File: src/rtl/core/laser_monitor_scan_supervisor_core_assert.svh
// Assertion macros for the laser monitor scan supervisor core.
// Included by the top level; clock and reset are taken from the including scope.
`ifndef LASER_MONITOR_SCAN_SUPERVISOR_CORE_ASSERT_SVH
`define LASER_MONITOR_SCAN_SUPERVISOR_CORE_ASSERT_SVH
`ifndef SYNTHESIS
// checked outside reset
`define LMSS_ASSERT(label, prop, msg) \
   label: assert property (@(posedge clock) disable iff (reset) prop) else $error(msg);
// checked during reset as well
`define LMSS_ASSERT_ALWAYS(label, prop, msg) \
   label: assert property (@(posedge clock) prop) else $error(msg);
`else
`define LMSS_ASSERT(label, prop, msg)
`define LMSS_ASSERT_ALWAYS(label, prop, msg)
`endif
`endif

File: src/rtl/core/lmss_pkg.sv
// Shared types and constants of the laser monitor scan supervisor.
// No dependencies; imported by every module of the core.
package lmss_pkg;

   localparam int SampleW      = 12;
   localparam int RankCntW     = 3;
   localparam int RankW        = 4;
   localparam int CsrIdxW      = 3;
   localparam int DefWindowLen = 16;

   // configuration register indexes
   localparam logic [CsrIdxW-1:0] CSR_CAPTURE_THRESHOLD   = 3'd0;
   localparam logic [CsrIdxW-1:0] CSR_OVERCURRENT_LIMIT   = 3'd1;
   localparam logic [CsrIdxW-1:0] CSR_TEMP_MATCH_WINDOW   = 3'd2;
   localparam logic [CsrIdxW-1:0] CSR_TEMP_SETPOINT_START = 3'd3;
   localparam logic [CsrIdxW-1:0] CSR_LASER_DRIVE_START   = 3'd4;

   // configuration reset values
   localparam logic [SampleW-1:0] RST_CAPTURE_THRESHOLD   = 12'd2048;
   localparam logic [SampleW-1:0] RST_OVERCURRENT_LIMIT   = 12'd4095;
   localparam logic [SampleW-1:0] RST_TEMP_MATCH_WINDOW   = 12'd16;
   localparam logic [SampleW-1:0] RST_TEMP_SETPOINT_START = 12'd2048;
   localparam logic [SampleW-1:0] RST_LASER_DRIVE_START   = 12'd0;

   // rank counter codes (rank number minus one)
   localparam logic [RankCntW-1:0] RANK_INNER_PD  = 3'd2;
   localparam logic [RankCntW-1:0] RANK_EXT_PD    = 3'd3;
   localparam logic [RankCntW-1:0] RANK_REAL_TEMP = 3'd4;
   localparam logic [RankCntW-1:0] RANK_SET_TEMP  = 3'd5;
   localparam logic [RankCntW-1:0] RANK_CURRENT   = 3'd7;

   // one item presented to the supervisor when it is processed
   typedef struct packed {
      logic               fire;
      logic [SampleW-1:0] sample;
      logic               stab_on;
      logic               power_hold_on;
      logic               in_stab_wait;
      logic               scan_init_settled;
      logic               set_scan_init;
      logic               clear_flags;
   } step_type;

   typedef struct packed {
      logic [SampleW-1:0] capture_threshold;
      logic [SampleW-1:0] overcurrent_limit;
      logic [SampleW-1:0] temp_match_window;
   } cfg_type;

   // start-register write that also loads the working register
   typedef struct packed {
      logic               load_setpoint;
      logic               load_drive;
      logic [SampleW-1:0] data;
   } preload_type;

   typedef struct packed {
      logic [RankW-1:0]   sample_rank;
      logic [SampleW-1:0] temp_setpoint;
      logic               temp_setpoint_changed;
      logic [SampleW-1:0] laser_drive;
      logic               capture_flag;
      logic               temp_equal_flag;
      logic               scan_init_flag;
      logic               overcurrent_flag;
      logic               laser_off_request;
   } result_type;

endpackage

File: src/rtl/core/laser_monitor_scan_supervisor_core.sv
// Top level of the laser monitor scan supervisor: handshake, config, result register.
// Depends on lmss_pkg, lmss_window, lmss_supervise and the assertion header.
//
// One conversion is taken per transfer and one result comes back for each, in
// order. The core sustains one transfer per clock cycle while the result side
// accepts: a conversion is scaled by the window length on its way into the
// input register and is processed from there into the result register, which
// offers the result; a result not taken stalls both registers. The window
// store is a RAM read one entry ahead of its pointer; it needs no clearing pass
// after reset, because entries are counted as zero until the pointer has wrapped
// once. Configuration writes take effect at once; a write to a start register
// also loads the working setpoint or drive. Ranks rotate 1 to 8 starting at
// rank 1 after reset.
module laser_monitor_scan_supervisor_core
   import lmss_pkg::*;
#(
   parameter int WINDOW_LEN = DefWindowLen
) (
   input  logic               clock,
   input  logic               reset,
   input  logic               req_valid,
   output logic               req_ready,
   input  logic [SampleW-1:0] req_sample,
   input  logic               req_stab_on,
   input  logic               req_power_hold_on,
   input  logic               req_in_stab_wait,
   input  logic               req_scan_init_settled,
   input  logic               req_set_scan_init,
   input  logic               req_clear_flags,
   output logic               rsp_valid,
   input  logic               rsp_ready,
   output logic [RankW-1:0]   rsp_sample_rank,
   output logic [SampleW-1:0] rsp_window_average,
   output logic [SampleW-1:0] rsp_temp_setpoint,
   output logic               rsp_temp_setpoint_changed,
   output logic [SampleW-1:0] rsp_laser_drive,
   output logic               rsp_capture_flag,
   output logic               rsp_temp_equal_flag,
   output logic               rsp_scan_init_flag,
   output logic               rsp_overcurrent_flag,
   output logic               rsp_laser_off_request,
   input  logic               csr_write_enable,
   input  logic [CsrIdxW-1:0] csr_index,
   input  logic [SampleW-1:0] csr_write_data
);

   // exact divide by the window length: x / L == (x * ceil(2^S / L)) >> S
   localparam int WinShift = SampleW + $clog2(WINDOW_LEN);
   localparam longint unsigned WinRecip =
      ((longint'(1) << WinShift) + longint'(WINDOW_LEN) - 1) / longint'(WINDOW_LEN);
   localparam int RecipW = SampleW + 2;
   localparam int ProdW  = SampleW + RecipW;

   // configuration
   logic [SampleW-1:0] thr_ff, limit_ff, match_ff;
   cfg_type            cfg;
   preload_type        preload;

   always_ff @(posedge clock) begin
      if (reset) begin
         thr_ff   <= RST_CAPTURE_THRESHOLD;
         limit_ff <= RST_OVERCURRENT_LIMIT;
         match_ff <= RST_TEMP_MATCH_WINDOW;
      end else if (csr_write_enable) begin
         case (csr_index)
            CSR_CAPTURE_THRESHOLD: thr_ff   <= csr_write_data;
            CSR_OVERCURRENT_LIMIT: limit_ff <= csr_write_data;
            CSR_TEMP_MATCH_WINDOW: match_ff <= csr_write_data;
            default: begin
            end
         endcase
      end
   end

   always_comb begin
      cfg.capture_threshold = thr_ff;
      cfg.overcurrent_limit = limit_ff;
      cfg.temp_match_window = match_ff;
      preload.load_setpoint = csr_write_enable && (csr_index == CSR_TEMP_SETPOINT_START);
      preload.load_drive    = csr_write_enable && (csr_index == CSR_LASER_DRIVE_START);
      preload.data          = csr_write_data;
   end

   // input register
   logic               in_valid_ff, in_valid_in;
   logic               advance;
   logic [ProdW-1:0]   win_prod;
   logic [ProdW-1:0]   win_quot;
   logic [SampleW-1:0] entry_ff;
   step_type           step_ff;
   step_type           step;
   logic               rsp_valid_ff, rsp_valid_in;

   assign advance     = in_valid_ff && (!rsp_valid_ff || rsp_ready);
   assign req_ready   = !in_valid_ff || advance;
   assign in_valid_in = req_ready ? req_valid : in_valid_ff;

   assign win_prod = ProdW'(req_sample) * ProdW'(RecipW'(WinRecip));
   assign win_quot = win_prod >> WinShift;

   always_ff @(posedge clock) begin
      if (reset) begin
         in_valid_ff <= 1'b0;
      end else begin
         in_valid_ff <= in_valid_in;
      end
   end

   always_ff @(posedge clock) begin
      if (req_valid && req_ready) begin
         entry_ff                  <= win_quot[SampleW-1:0];
         step_ff.fire              <= 1'b1;
         step_ff.sample            <= req_sample;
         step_ff.stab_on           <= req_stab_on;
         step_ff.power_hold_on     <= req_power_hold_on;
         step_ff.in_stab_wait      <= req_in_stab_wait;
         step_ff.scan_init_settled <= req_scan_init_settled;
         step_ff.set_scan_init     <= req_set_scan_init;
         step_ff.clear_flags       <= req_clear_flags;
      end
   end

   always_comb begin
      step      = step_ff;
      step.fire = advance;
   end

   // processing
   logic               win_update;
   logic [SampleW-1:0] sum_next;
   result_type         result;

   lmss_supervise u_supervise (
      .clock      (clock),
      .reset      (reset),
      .step       (step),
      .cfg        (cfg),
      .preload    (preload),
      .win_update (win_update),
      .result     (result)
   );

   lmss_window #(
      .WINDOW_LEN (WINDOW_LEN)
   ) u_window (
      .clock    (clock),
      .reset    (reset),
      .update   (win_update),
      .entry    (entry_ff),
      .sum_next (sum_next)
   );

   // result register
   result_type         result_ff;
   logic [SampleW-1:0] average_ff;

   always_comb begin
      rsp_valid_in = rsp_valid_ff && !rsp_ready;
      if (advance) begin
         rsp_valid_in = 1'b1;
      end
   end

   always_ff @(posedge clock) begin
      if (reset) begin
         rsp_valid_ff <= 1'b0;
      end else begin
         rsp_valid_ff <= rsp_valid_in;
      end
   end

   always_ff @(posedge clock) begin
      if (advance) begin
         result_ff  <= result;
         average_ff <= sum_next;
      end
   end

   assign rsp_valid                 = rsp_valid_ff;
   assign rsp_sample_rank           = result_ff.sample_rank;
   assign rsp_window_average        = average_ff;
   assign rsp_temp_setpoint         = result_ff.temp_setpoint;
   assign rsp_temp_setpoint_changed = result_ff.temp_setpoint_changed;
   assign rsp_laser_drive           = result_ff.laser_drive;
   assign rsp_capture_flag          = result_ff.capture_flag;
   assign rsp_temp_equal_flag       = result_ff.temp_equal_flag;
   assign rsp_scan_init_flag        = result_ff.scan_init_flag;
   assign rsp_overcurrent_flag      = result_ff.overcurrent_flag;
   assign rsp_laser_off_request     = result_ff.laser_off_request;

   // checks
`include "laser_monitor_scan_supervisor_core_assert.svh"

   `LMSS_ASSERT_ALWAYS(a_reset_empties, reset |=> !in_valid_ff && !rsp_valid_ff, "pipeline not empty after reset")
   `LMSS_ASSERT(a_held_item_kept, in_valid_ff && !advance |=> in_valid_ff, "held input item lost")
   `LMSS_ASSERT(a_off_sets_flag, rsp_valid && rsp_laser_off_request |-> rsp_overcurrent_flag, "laser off without overcurrent flag")
   `LMSS_ASSERT(a_setpoint_rank, rsp_valid && rsp_temp_setpoint_changed |-> rsp_sample_rank == RankW'(RANK_EXT_PD) + 1'b1, "setpoint moved outside external photodiode rank")

endmodule

File: src/rtl/core/lmss_ram.sv
// Generic single-write, single-read RAM with registered read data.
// Depends on lmss_pkg for the default width and depth.
module lmss_ram
   import lmss_pkg::*;
#(
   parameter int WIDTH = SampleW,
   parameter int DEPTH = DefWindowLen
) (
   input  logic                     clock,
   input  logic                     wr_en,
   input  logic [$clog2(DEPTH)-1:0] wr_addr,
   input  logic [WIDTH-1:0]         wr_data,
   input  logic [$clog2(DEPTH)-1:0] rd_addr,
   output logic [WIDTH-1:0]         rd_data
);

   logic [WIDTH-1:0] mem_ff [DEPTH];
   logic [WIDTH-1:0] rd_data_ff;

   always_ff @(posedge clock) begin
      if (wr_en) begin
         mem_ff[wr_addr] <= wr_data;
      end
      rd_data_ff <= mem_ff[rd_addr];
   end

   assign rd_data = rd_data_ff;

endmodule

File: src/rtl/core/lmss_window.sv
// Boxcar window average: entry store in RAM, running sum and write pointer.
// Depends on lmss_pkg and lmss_ram.
module lmss_window
   import lmss_pkg::*;
#(
   parameter int WINDOW_LEN = DefWindowLen
) (
   input  logic               clock,
   input  logic               reset,
   input  logic               update,
   input  logic [SampleW-1:0] entry,
   output logic [SampleW-1:0] sum_next
);

   localparam int PtrW = $clog2(WINDOW_LEN);
   localparam logic [PtrW-1:0] PtrLast = PtrW'(WINDOW_LEN - 1);

   logic [PtrW-1:0]    ptr_ff, ptr_in;
   logic               wrapped_ff, wrapped_in;
   logic [SampleW-1:0] sum_ff, sum_in;
   logic [SampleW-1:0] rd_data;
   logic [SampleW-1:0] old_entry;

   // entries are written in pointer order, so before the first wrap the slot
   // at the pointer has never been written and reads as zero
   assign old_entry = wrapped_ff ? rd_data : '0;

   always_comb begin
      ptr_in     = ptr_ff;
      wrapped_in = wrapped_ff;
      sum_in     = sum_ff;
      if (update) begin
         sum_in = sum_ff - old_entry + entry;
         if (ptr_ff == PtrLast) begin
            ptr_in     = '0;
            wrapped_in = 1'b1;
         end else begin
            ptr_in = ptr_ff + 1'b1;
         end
      end
   end

   always_ff @(posedge clock) begin
      if (reset) begin
         ptr_ff     <= '0;
         wrapped_ff <= 1'b0;
         sum_ff     <= '0;
      end else begin
         ptr_ff     <= ptr_in;
         wrapped_ff <= wrapped_in;
         sum_ff     <= sum_in;
      end
   end

   // read ahead at the next pointer so the old entry is ready when needed
   lmss_ram #(
      .WIDTH (SampleW),
      .DEPTH (WINDOW_LEN)
   ) u_store (
      .clock   (clock),
      .wr_en   (update),
      .wr_addr (ptr_ff),
      .wr_data (entry),
      .rd_addr (ptr_in),
      .rd_data (rd_data)
   );

   assign sum_next = sum_in;

endmodule

File: src/rtl/core/lmss_supervise.sv
// Rank sequencing, laser drive hold, setpoint stepping and status flags.
// Depends on lmss_pkg.
module lmss_supervise
   import lmss_pkg::*;
(
   input  logic        clock,
   input  logic        reset,
   input  step_type    step,
   input  cfg_type     cfg,
   input  preload_type preload,
   output logic        win_update,
   output result_type  result
);

   logic [RankCntW-1:0] rank_ff, rank_in;
   logic [SampleW-1:0]  setpoint_ff, setpoint_in;
   logic [SampleW-1:0]  drive_ff, drive_in;
   logic [SampleW-1:0]  hold_ref_ff, hold_ref_in;
   logic                hold_prev_ff, hold_prev_in;
   logic [SampleW-1:0]  current_ff, current_in;
   logic [SampleW-1:0]  real_temp_ff, real_temp_in;
   logic                cap_ff, cap_in;
   logic                teq_ff, teq_in;
   logic                scan_ff, scan_in;
   logic                ovc_ff, ovc_in;
   logic                off_req;
   logic [SampleW-1:0]  hold_target;
   logic [SampleW-1:0]  temp_diff;

   function automatic logic [SampleW-1:0] step_toward(
      input logic [SampleW-1:0] v,
      input logic               up,
      input logic               down
   );
      logic [SampleW-1:0] r;
      r = v;
      if (up && (v != '1)) begin
         r = v + 1'b1;
      end else if (down && (v != '0)) begin
         r = v - 1'b1;
      end
      return r;
   endfunction

   assign hold_target = hold_prev_ff ? hold_ref_ff : step.sample;
   assign temp_diff   = (step.sample >= real_temp_ff) ? step.sample - real_temp_ff
                                                      : real_temp_ff - step.sample;

   always_comb begin
      rank_in      = rank_ff + 1'b1;
      setpoint_in  = setpoint_ff;
      drive_in     = drive_ff;
      hold_ref_in  = hold_ref_ff;
      hold_prev_in = hold_prev_ff;
      current_in   = current_ff;
      real_temp_in = real_temp_ff;
      // flag clear and scan-init set act before the rank work
      cap_in       = cap_ff & ~step.clear_flags;
      ovc_in       = ovc_ff & ~step.clear_flags;
      scan_in      = scan_ff | step.set_scan_init;
      teq_in       = teq_ff;
      off_req      = 1'b0;
      win_update   = 1'b0;
      case (rank_ff)
         RANK_INNER_PD: begin
            if (step.power_hold_on) begin
               hold_ref_in = hold_target;
               drive_in    = step_toward(drive_ff, step.sample < hold_target,
                                         step.sample > hold_target);
            end
            hold_prev_in = step.power_hold_on;
         end
         RANK_EXT_PD: begin
            win_update = step.fire;
            if (step.stab_on) begin
               setpoint_in = step_toward(setpoint_ff,
                                         step.sample < cfg.capture_threshold,
                                         step.sample > cfg.capture_threshold);
            end
            if (step.in_stab_wait && (step.sample > cfg.capture_threshold)) begin
               cap_in = 1'b1;
            end
         end
         RANK_REAL_TEMP: begin
            real_temp_in = step.sample;
            if (current_ff > cfg.overcurrent_limit) begin
               off_req = 1'b1;
               ovc_in  = 1'b1;
            end
         end
         RANK_CURRENT: begin
            current_in = step.sample;
            if (step.sample > cfg.overcurrent_limit) begin
               off_req = 1'b1;
               ovc_in  = 1'b1;
            end
         end
         RANK_SET_TEMP: begin
            teq_in = temp_diff < cfg.temp_match_window;
            if (step.scan_init_settled && teq_in) begin
               scan_in = 1'b0;
            end
         end
         default: begin
         end
      endcase
   end

   always_ff @(posedge clock) begin
      if (reset) begin
         rank_ff      <= '0;
         setpoint_ff  <= RST_TEMP_SETPOINT_START;
         drive_ff     <= RST_LASER_DRIVE_START;
         hold_ref_ff  <= '0;
         hold_prev_ff <= 1'b0;
         current_ff   <= '0;
         real_temp_ff <= '0;
         cap_ff       <= 1'b0;
         teq_ff       <= 1'b0;
         scan_ff      <= 1'b0;
         ovc_ff       <= 1'b0;
      end else begin
         if (step.fire) begin
            rank_ff      <= rank_in;
            setpoint_ff  <= setpoint_in;
            drive_ff     <= drive_in;
            hold_ref_ff  <= hold_ref_in;
            hold_prev_ff <= hold_prev_in;
            current_ff   <= current_in;
            real_temp_ff <= real_temp_in;
            cap_ff       <= cap_in;
            teq_ff       <= teq_in;
            scan_ff      <= scan_in;
            ovc_ff       <= ovc_in;
         end
         if (preload.load_setpoint) begin
            setpoint_ff <= preload.data;
         end
         if (preload.load_drive) begin
            drive_ff <= preload.data;
         end
      end
   end

   always_comb begin
      result.sample_rank           = {1'b0, rank_ff} + 1'b1;
      result.temp_setpoint         = setpoint_in;
      result.temp_setpoint_changed = setpoint_in != setpoint_ff;
      result.laser_drive           = drive_in;
      result.capture_flag          = cap_in;
      result.temp_equal_flag       = teq_in;
      result.scan_init_flag        = scan_in;
      result.overcurrent_flag      = ovc_in;
      result.laser_off_request     = off_req;
   end

endmodule
File: config.mk
export PLATFORM = sky130hd
export DESIGN_NAME = laser_monitor_scan_supervisor_core
export DESIGN_NICKNAME = d
export VERILOG_FILES = /design/src/rtl/core/lmss_pkg.sv /design/src/rtl/core/laser_monitor_scan_supervisor_core.sv /design/src/rtl/core/lmss_ram.sv /design/src/rtl/core/lmss_window.sv /design/src/rtl/core/lmss_supervise.sv
export VERILOG_INCLUDE_DIRS = /design/src /design/src/rtl/core
export SDC_FILE = /design/constraint.sdc
export NUM_CORES = 1
export LEC_CHECK = 0
export ABC_AREA = 1
export CORE_ASPECT_RATIO = 1.1
export CORE_MARGIN = 3
export CORE_UTILIZATION = 50
export CTS_CLUSTER_DIAMETER = 60
export DETAILED_ROUTE_END_ITERATION = 6
export DONT_BUFFER_PORTS = 1
export HOLD_SLACK_MARGIN = 0.06
export SLEW_MARGIN = 20
export SYNTH_ARGS = -nofsm -noshare
export SYNTH_HDL_FRONTEND = slang
export SYNTH_SLANG_ARGS = --single-unit
File: constraint.sdc
create_clock -name clock -period 6.85 [get_ports clock]
set_input_delay 0 -clock clock [delete_from_list [all_inputs] [get_ports clock]]
set_output_delay 0 -clock clock [all_outputs]
set_load 0.03 [all_outputs]
Word level (Yosys, flattened, before mapping)
Memories as Yosys holds them, arrays and structs flattened. A register that Yosys moved wholly into a read port is not among the register bits.
Cells that the tools add are included.
{ "word_totals": {"regBits": 207, "mem_bits_rw": 128, "in_bits": 38, "out_inout_bits": 48, "mem_count": 1} }
{ "op_classes": {"add_sub_neg": 11, "magnitude_cmp": 8, "eq_ne": 13, "mux": 33, "bitwise_logic": 4, "n_reduce_logical": 29} }
{ "mem_list": {"columns": ["memory", "depth", "word_bits", "read_ports", "rd_clocked_by_memory_dff", "write_ports", "line", "rtl"], "rows": [
  ["u_window.u_store.mem_ff", 16, 8, 1, 1, 1, "lmss_ram.sv:17", "logic [WIDTH-1:0] mem_ff [DEPTH];"]
]} }
{ "op_table": {"columns": ["cell", "count"], "rows": [
  ["two-way mux 12 bit", 16],
  ["> comparator 12 bit", 4],
  ["< comparator 12 bit", 3],
  ["subtractor 12 bit", 3],
  ["adder 12 x 1 -> 12 bit (second input constant)", 2],
  ["inequality test 12 bit (second input constant)", 2],
  ["nonzero test 12 bit", 2],
  ["subtractor 12 x 1 -> 12 bit (second input constant)", 2],
  ["AND reduction 2 bit", 7],
  ["two-way mux 1 bit", 13],
  ["adder 12 x 8 -> 12 bit", 1],
  ["equality test 3 x 2 -> 1 bit (second input constant)", 4],
  ["equality test 3 bit (second input constant)", 4],
  [">= comparator 12 bit", 1],
  ["inequality test 12 bit", 1],
  ["logical AND 1 bit", 11],
  ["two-way mux 4 bit", 2],
  ["adder 3 x 1 -> 4 bit (second input constant)", 1],
  ["adder 4 x 1 -> 4 bit (second input constant)", 1],
  ["equality test 4 bit (second input constant)", 1],
  ["one-hot mux 1 bit (2 select lines)", 2],
  ["nonzero test 2 bit", 2],
  ["adder 3 x 1 -> 3 bit (second input constant)", 1],
  ["equality test 3 x 1 -> 1 bit (second input constant)", 1],
  ["7 further kinds", 11]
]} }

Longest topological paths before layout
{ "logic_depth": {"ltp_word": 9, "ltp_mapped": 25, "mapped_depth_nobuf": 24} }

Cells and area by module
From an unflattened synthesis, not the netlist that was laid out.
{ "unflattened": {"hier_cells": 2507, "hier_area_um2": 20981.4} }
{ "modules_own_cells": {"columns": ["mod", "instances", "cells_each", "area_per_inst_um2"], "rows": [
  ["lmss_ram", 1, 813, 8557.0],
  ["lmss_supervise", 1, 1097, 7024.2],
  ["laser_monitor_scan_supervisor_core", 1, 285, 3532.1],
  ["lmss_window", 1, 312, 1868.0]
]} }

Worst setup path before layout
Ideal clock, no wire load.
{ "synth_path": {"kind": "register -> register", "start": "register step_ff, in the netlist step[12]", "end": "register result_ff, in the netlist rsp_scan_init_flag (data pin)", "arrival_ps": 3253, "required_time_ps": 6593, "setup_slack_ps": 3340, "path_stages_with_launch": 22, "period_less_slack_ps": 3510, "cell_sequence": "edfxtp_1 inv_1 ha_1 clkbuf_1 nand2_1 inv_1 a21oi_1 o31a_1 nand3_1 buf_2 nand2_1 nand2_1 inv_1 ha_1 a21oi_1 o21ai_0 a21oi_1 o21ai_0 nand3_1 nand3_1 o22ai_1 inv_1"} }
{ "synth_lines": {"columns": ["element", "line", "rtl"], "rows": [
  ["from (decl)", "laser_monitor_scan_supervisor_core.sv:90", "step_type step_ff;"],
  ["to (signal assigned)", "laser_monitor_scan_supervisor_core.sv:174", "result_ff <= result;"],
  ["to (decl)", "laser_monitor_scan_supervisor_core.sv:154", "result_type result_ff;"]
]} }

==> qor.txt <==
clock latency on the worst-skew pair: 0.54 ns
core area: 33400 um2
clock slew at reported path FFs: 0.06 ns
Max-Cap Viols: 0
RSZ-0062 raised after global routing: false
Overall Power: 0.00458 W
ys async rst share: 0%
reg-to-reg startpoint: step[12]
clk sinks: 323
multi-input logic area: 7250 um2
FF+latch area: 8390 um2
final worst slack: 2.38 ns
Synth Flop Type: edfxtp_1
first-pass GRT wire length: 71.7 mm
Initial Util: 50.9%
most flop-heavy register: u_window.u_store.mem_ff
Avg WL per Cell: 18.3 um
hold depth: 1
final hold violation count: 0
placed wire-length estimate: 29.9 mm
min-delay src: req_sample[8]
CTS Buf Count: 37
WHS Endpoint: step[14]
post-CTS resize count: 0
max reg flops: 128
Distinct cells, synth: 48
Longest Clk Path Bufs: 3
Crit Path Max Fanout: 23
starting DRC count in detailed routing: 793
yosys warns: 0
Die H: 199 um
Synth-to-Final Area Change: 11.6%
Avg Inst Size Synth: 8.78 um2
CTS H-Tree Depth: 2
Final Non-Filler Cells: 2413
Final Max Tran Viols: 0
clock skew: 0.0270 ns
quantity of I/O buffers inserted on ports: 0
area of the die: 36200 um2
Worst Max-Slew Pin Slew: 1.08 ns
min Tclk post-route: 4.47 ns
drt total wl: 44.3 mm
Worst EP required: 7.12 ns
total gr overflow: 0
Rel. slew slack: 27.8%
Worst setup EP type: flip-flop
site row count: 70
initial antenna violation count: 1
CTS tree: built
VDD IR max: 0.000195 V
# fillers: 3017
pre-CTS setup slack: 2.40 ns
commonest cells after routing, fill and taps aside: nand2_1 (328), inv_1 (267), edfxtp_1 (192)
ANT nets after route: 0
Crit path arrival time: 4.74 ns
Net Count, Synth: 2093
FF-to-FF setup slack: 2.38 ns
Root Driver: clkbuf_16
reg2reg end: rsp_scan_init_flag
Post-synth EDFFs: 192
most common cell after layout, fill and taps aside: nand2_1
worst r2r path cells: 20
vias in the first global route: 13498
highest clock rate: 224 MHz
Final Setup Violations: 0
Cells after DPL: 2302
die width: 182 um
I/O Pins: 86
synthesized instance count: 1936
CP Launch Type: flip-flop
routability cong.: 0.890
worst hold path class: in2reg
pin count of the biggest net entering global routing: 65
setup_tns: 0 ns
status: completed
Layout Nets: 2108
critical path type: reg2reg
vias per inst: 5.48
Yosys reg bits: 323
Static Leakage: 7.93 nW
DR vias: 13214
Fin Hold WS: 0.101 ns
Seq/Total Area, Yosys: 49.4%
P per Cell Area: 242 nW/um2
share of cells above drive strength 1: 5.96%
total global routing track utilization: 24.8%
DRC errors left: 0
period utilization: 65.3%
Post-CTS Setup Bufs: 0
Mapped Area: 17000 um2
DR pass1 iterations: 7
==> layer usage <==
| layer | up-vias | track usage [%] | routed length (um) |
|---|---|---|---|
| li1 | 6593 | - | - |
| met3 | 98 | 3.90 | 2020 |
| met4 | 0 | 10.0 | 1810 |
| met5 | - | 0 | 0 |
| met1 | 6205 | 30.6 | 18800 |
| met2 | 318 | 43.7 | 21700 |
==> cell type report <==
class / count / share of cell area [%]
Clock buffer: 49 / 5.44
Timing Repair Buffer: 55 / 2.82
Multi-Input combinational cell: 1255 / 38.2
Sequential cell: 323 / 44.2
Clock inverter: 19 / 0.871
Tap cell: 432 / 2.85
Inverter: 279 / 5.52
Antenna cell: 1 / 0.0132
==> metrics by stage <==
stage          utilization (%)  cell area, um2
5_1_grt                   56.8           19000
2_1_floorplan                -           17000
6_report                  56.8           19000
3_5_place_dp              51.9           17300
3_3_place_gp              51.9           17300
4_1_cts                   56.8           19000
==> synth_stat cells (all sizes together), types with 34 or more instances <==
| library cell | number | share of area (%) |
|---|---|---|
| nor2 | 180 | 4.1 |
| a21oi | 163 | 4.8 |
| nand2 | 333 | 7.4 |
| o211ai | 34 | 1.5 |
| dfxtp | 131 | 15 |
| ha | 109 | 8.0 |
| clkbuf | 58 | 1.3 |
| inv | 278 | 6.1 |
| o22ai | 42 | 1.6 |
| edfxtp | 192 | 34 |
| nand3 | 75 | 2.4 |
| o21ai | 164 | 4.9 |
==> critical path: stages (launching register included) <==
cell	delay [ns]
edfxtp_1	0.91
inv_1	0.24
ha_1	0.44
nand2_1	0.14
inv_1	0.08
a21oi_1	0.20
o31a_1	0.16
nand3_1	0.35
o21ai_0	0.37
nand2_1	0.08
nand2_1	0.08
inv_1	0.04
ha_1	0.28
a21oi_1	0.13
o21ai_0	0.10
a21oi_1	0.12
o21ai_0	0.09
nand3_1	0.08
nand3_1	0.10
o22ai_1	0.17
inv_1	0.05
==> power breakdown <==
group | switching [W] | total (W) | leakage, nW | internal, W
Sequential | 0.0000626 | 0.00216 | 2.83 | 0.00210
Combinational | 0.000323 | 0.000488 | 4.51 | 0.000164
Clock | 0.000813 | 0.00193 | 0.587 | 0.00112
==> worst max path at each step <==
stage | end | startpoint | depth (start not counted) | slack [ns]
after global placement | rsp_scan_init_flag | step[13] | 20 | 2.48
after floorplan | rsp_scan_init_flag | step[12] | 21 | 3.34
final | rsp_scan_init_flag | step[12] | 20 | 2.38
after global routing | rsp_scan_init_flag | step[12] | 20 | 1.84
after detailed placement | rsp_scan_init_flag | step[12] | 20 | 2.40
after CTS | rsp_scan_init_flag | step[12] | 20 | 2.36
==> repair_timing <==
action	CTS	global route
endpoints found under the setup margin	0	0
hold buffers	42	0
endpoints found under the hold margin	116	0
==> cell families after synthesis <==
| group | after synthesis | synth area share [%] |
|---|---|---|
| AOI/OAI and AO/OA | 458 | 15.5 |
| xor gates and xnor gates | 38 | 2.00 |
| adders and majority gates | 119 | 9.20 |
| and+or+nand+nor | 640 | 15.8 |
| buffers and inverters | 358 | 8.24 |
| DFF | 323 | 49.4 |
(Power assumes the default switching activity.)
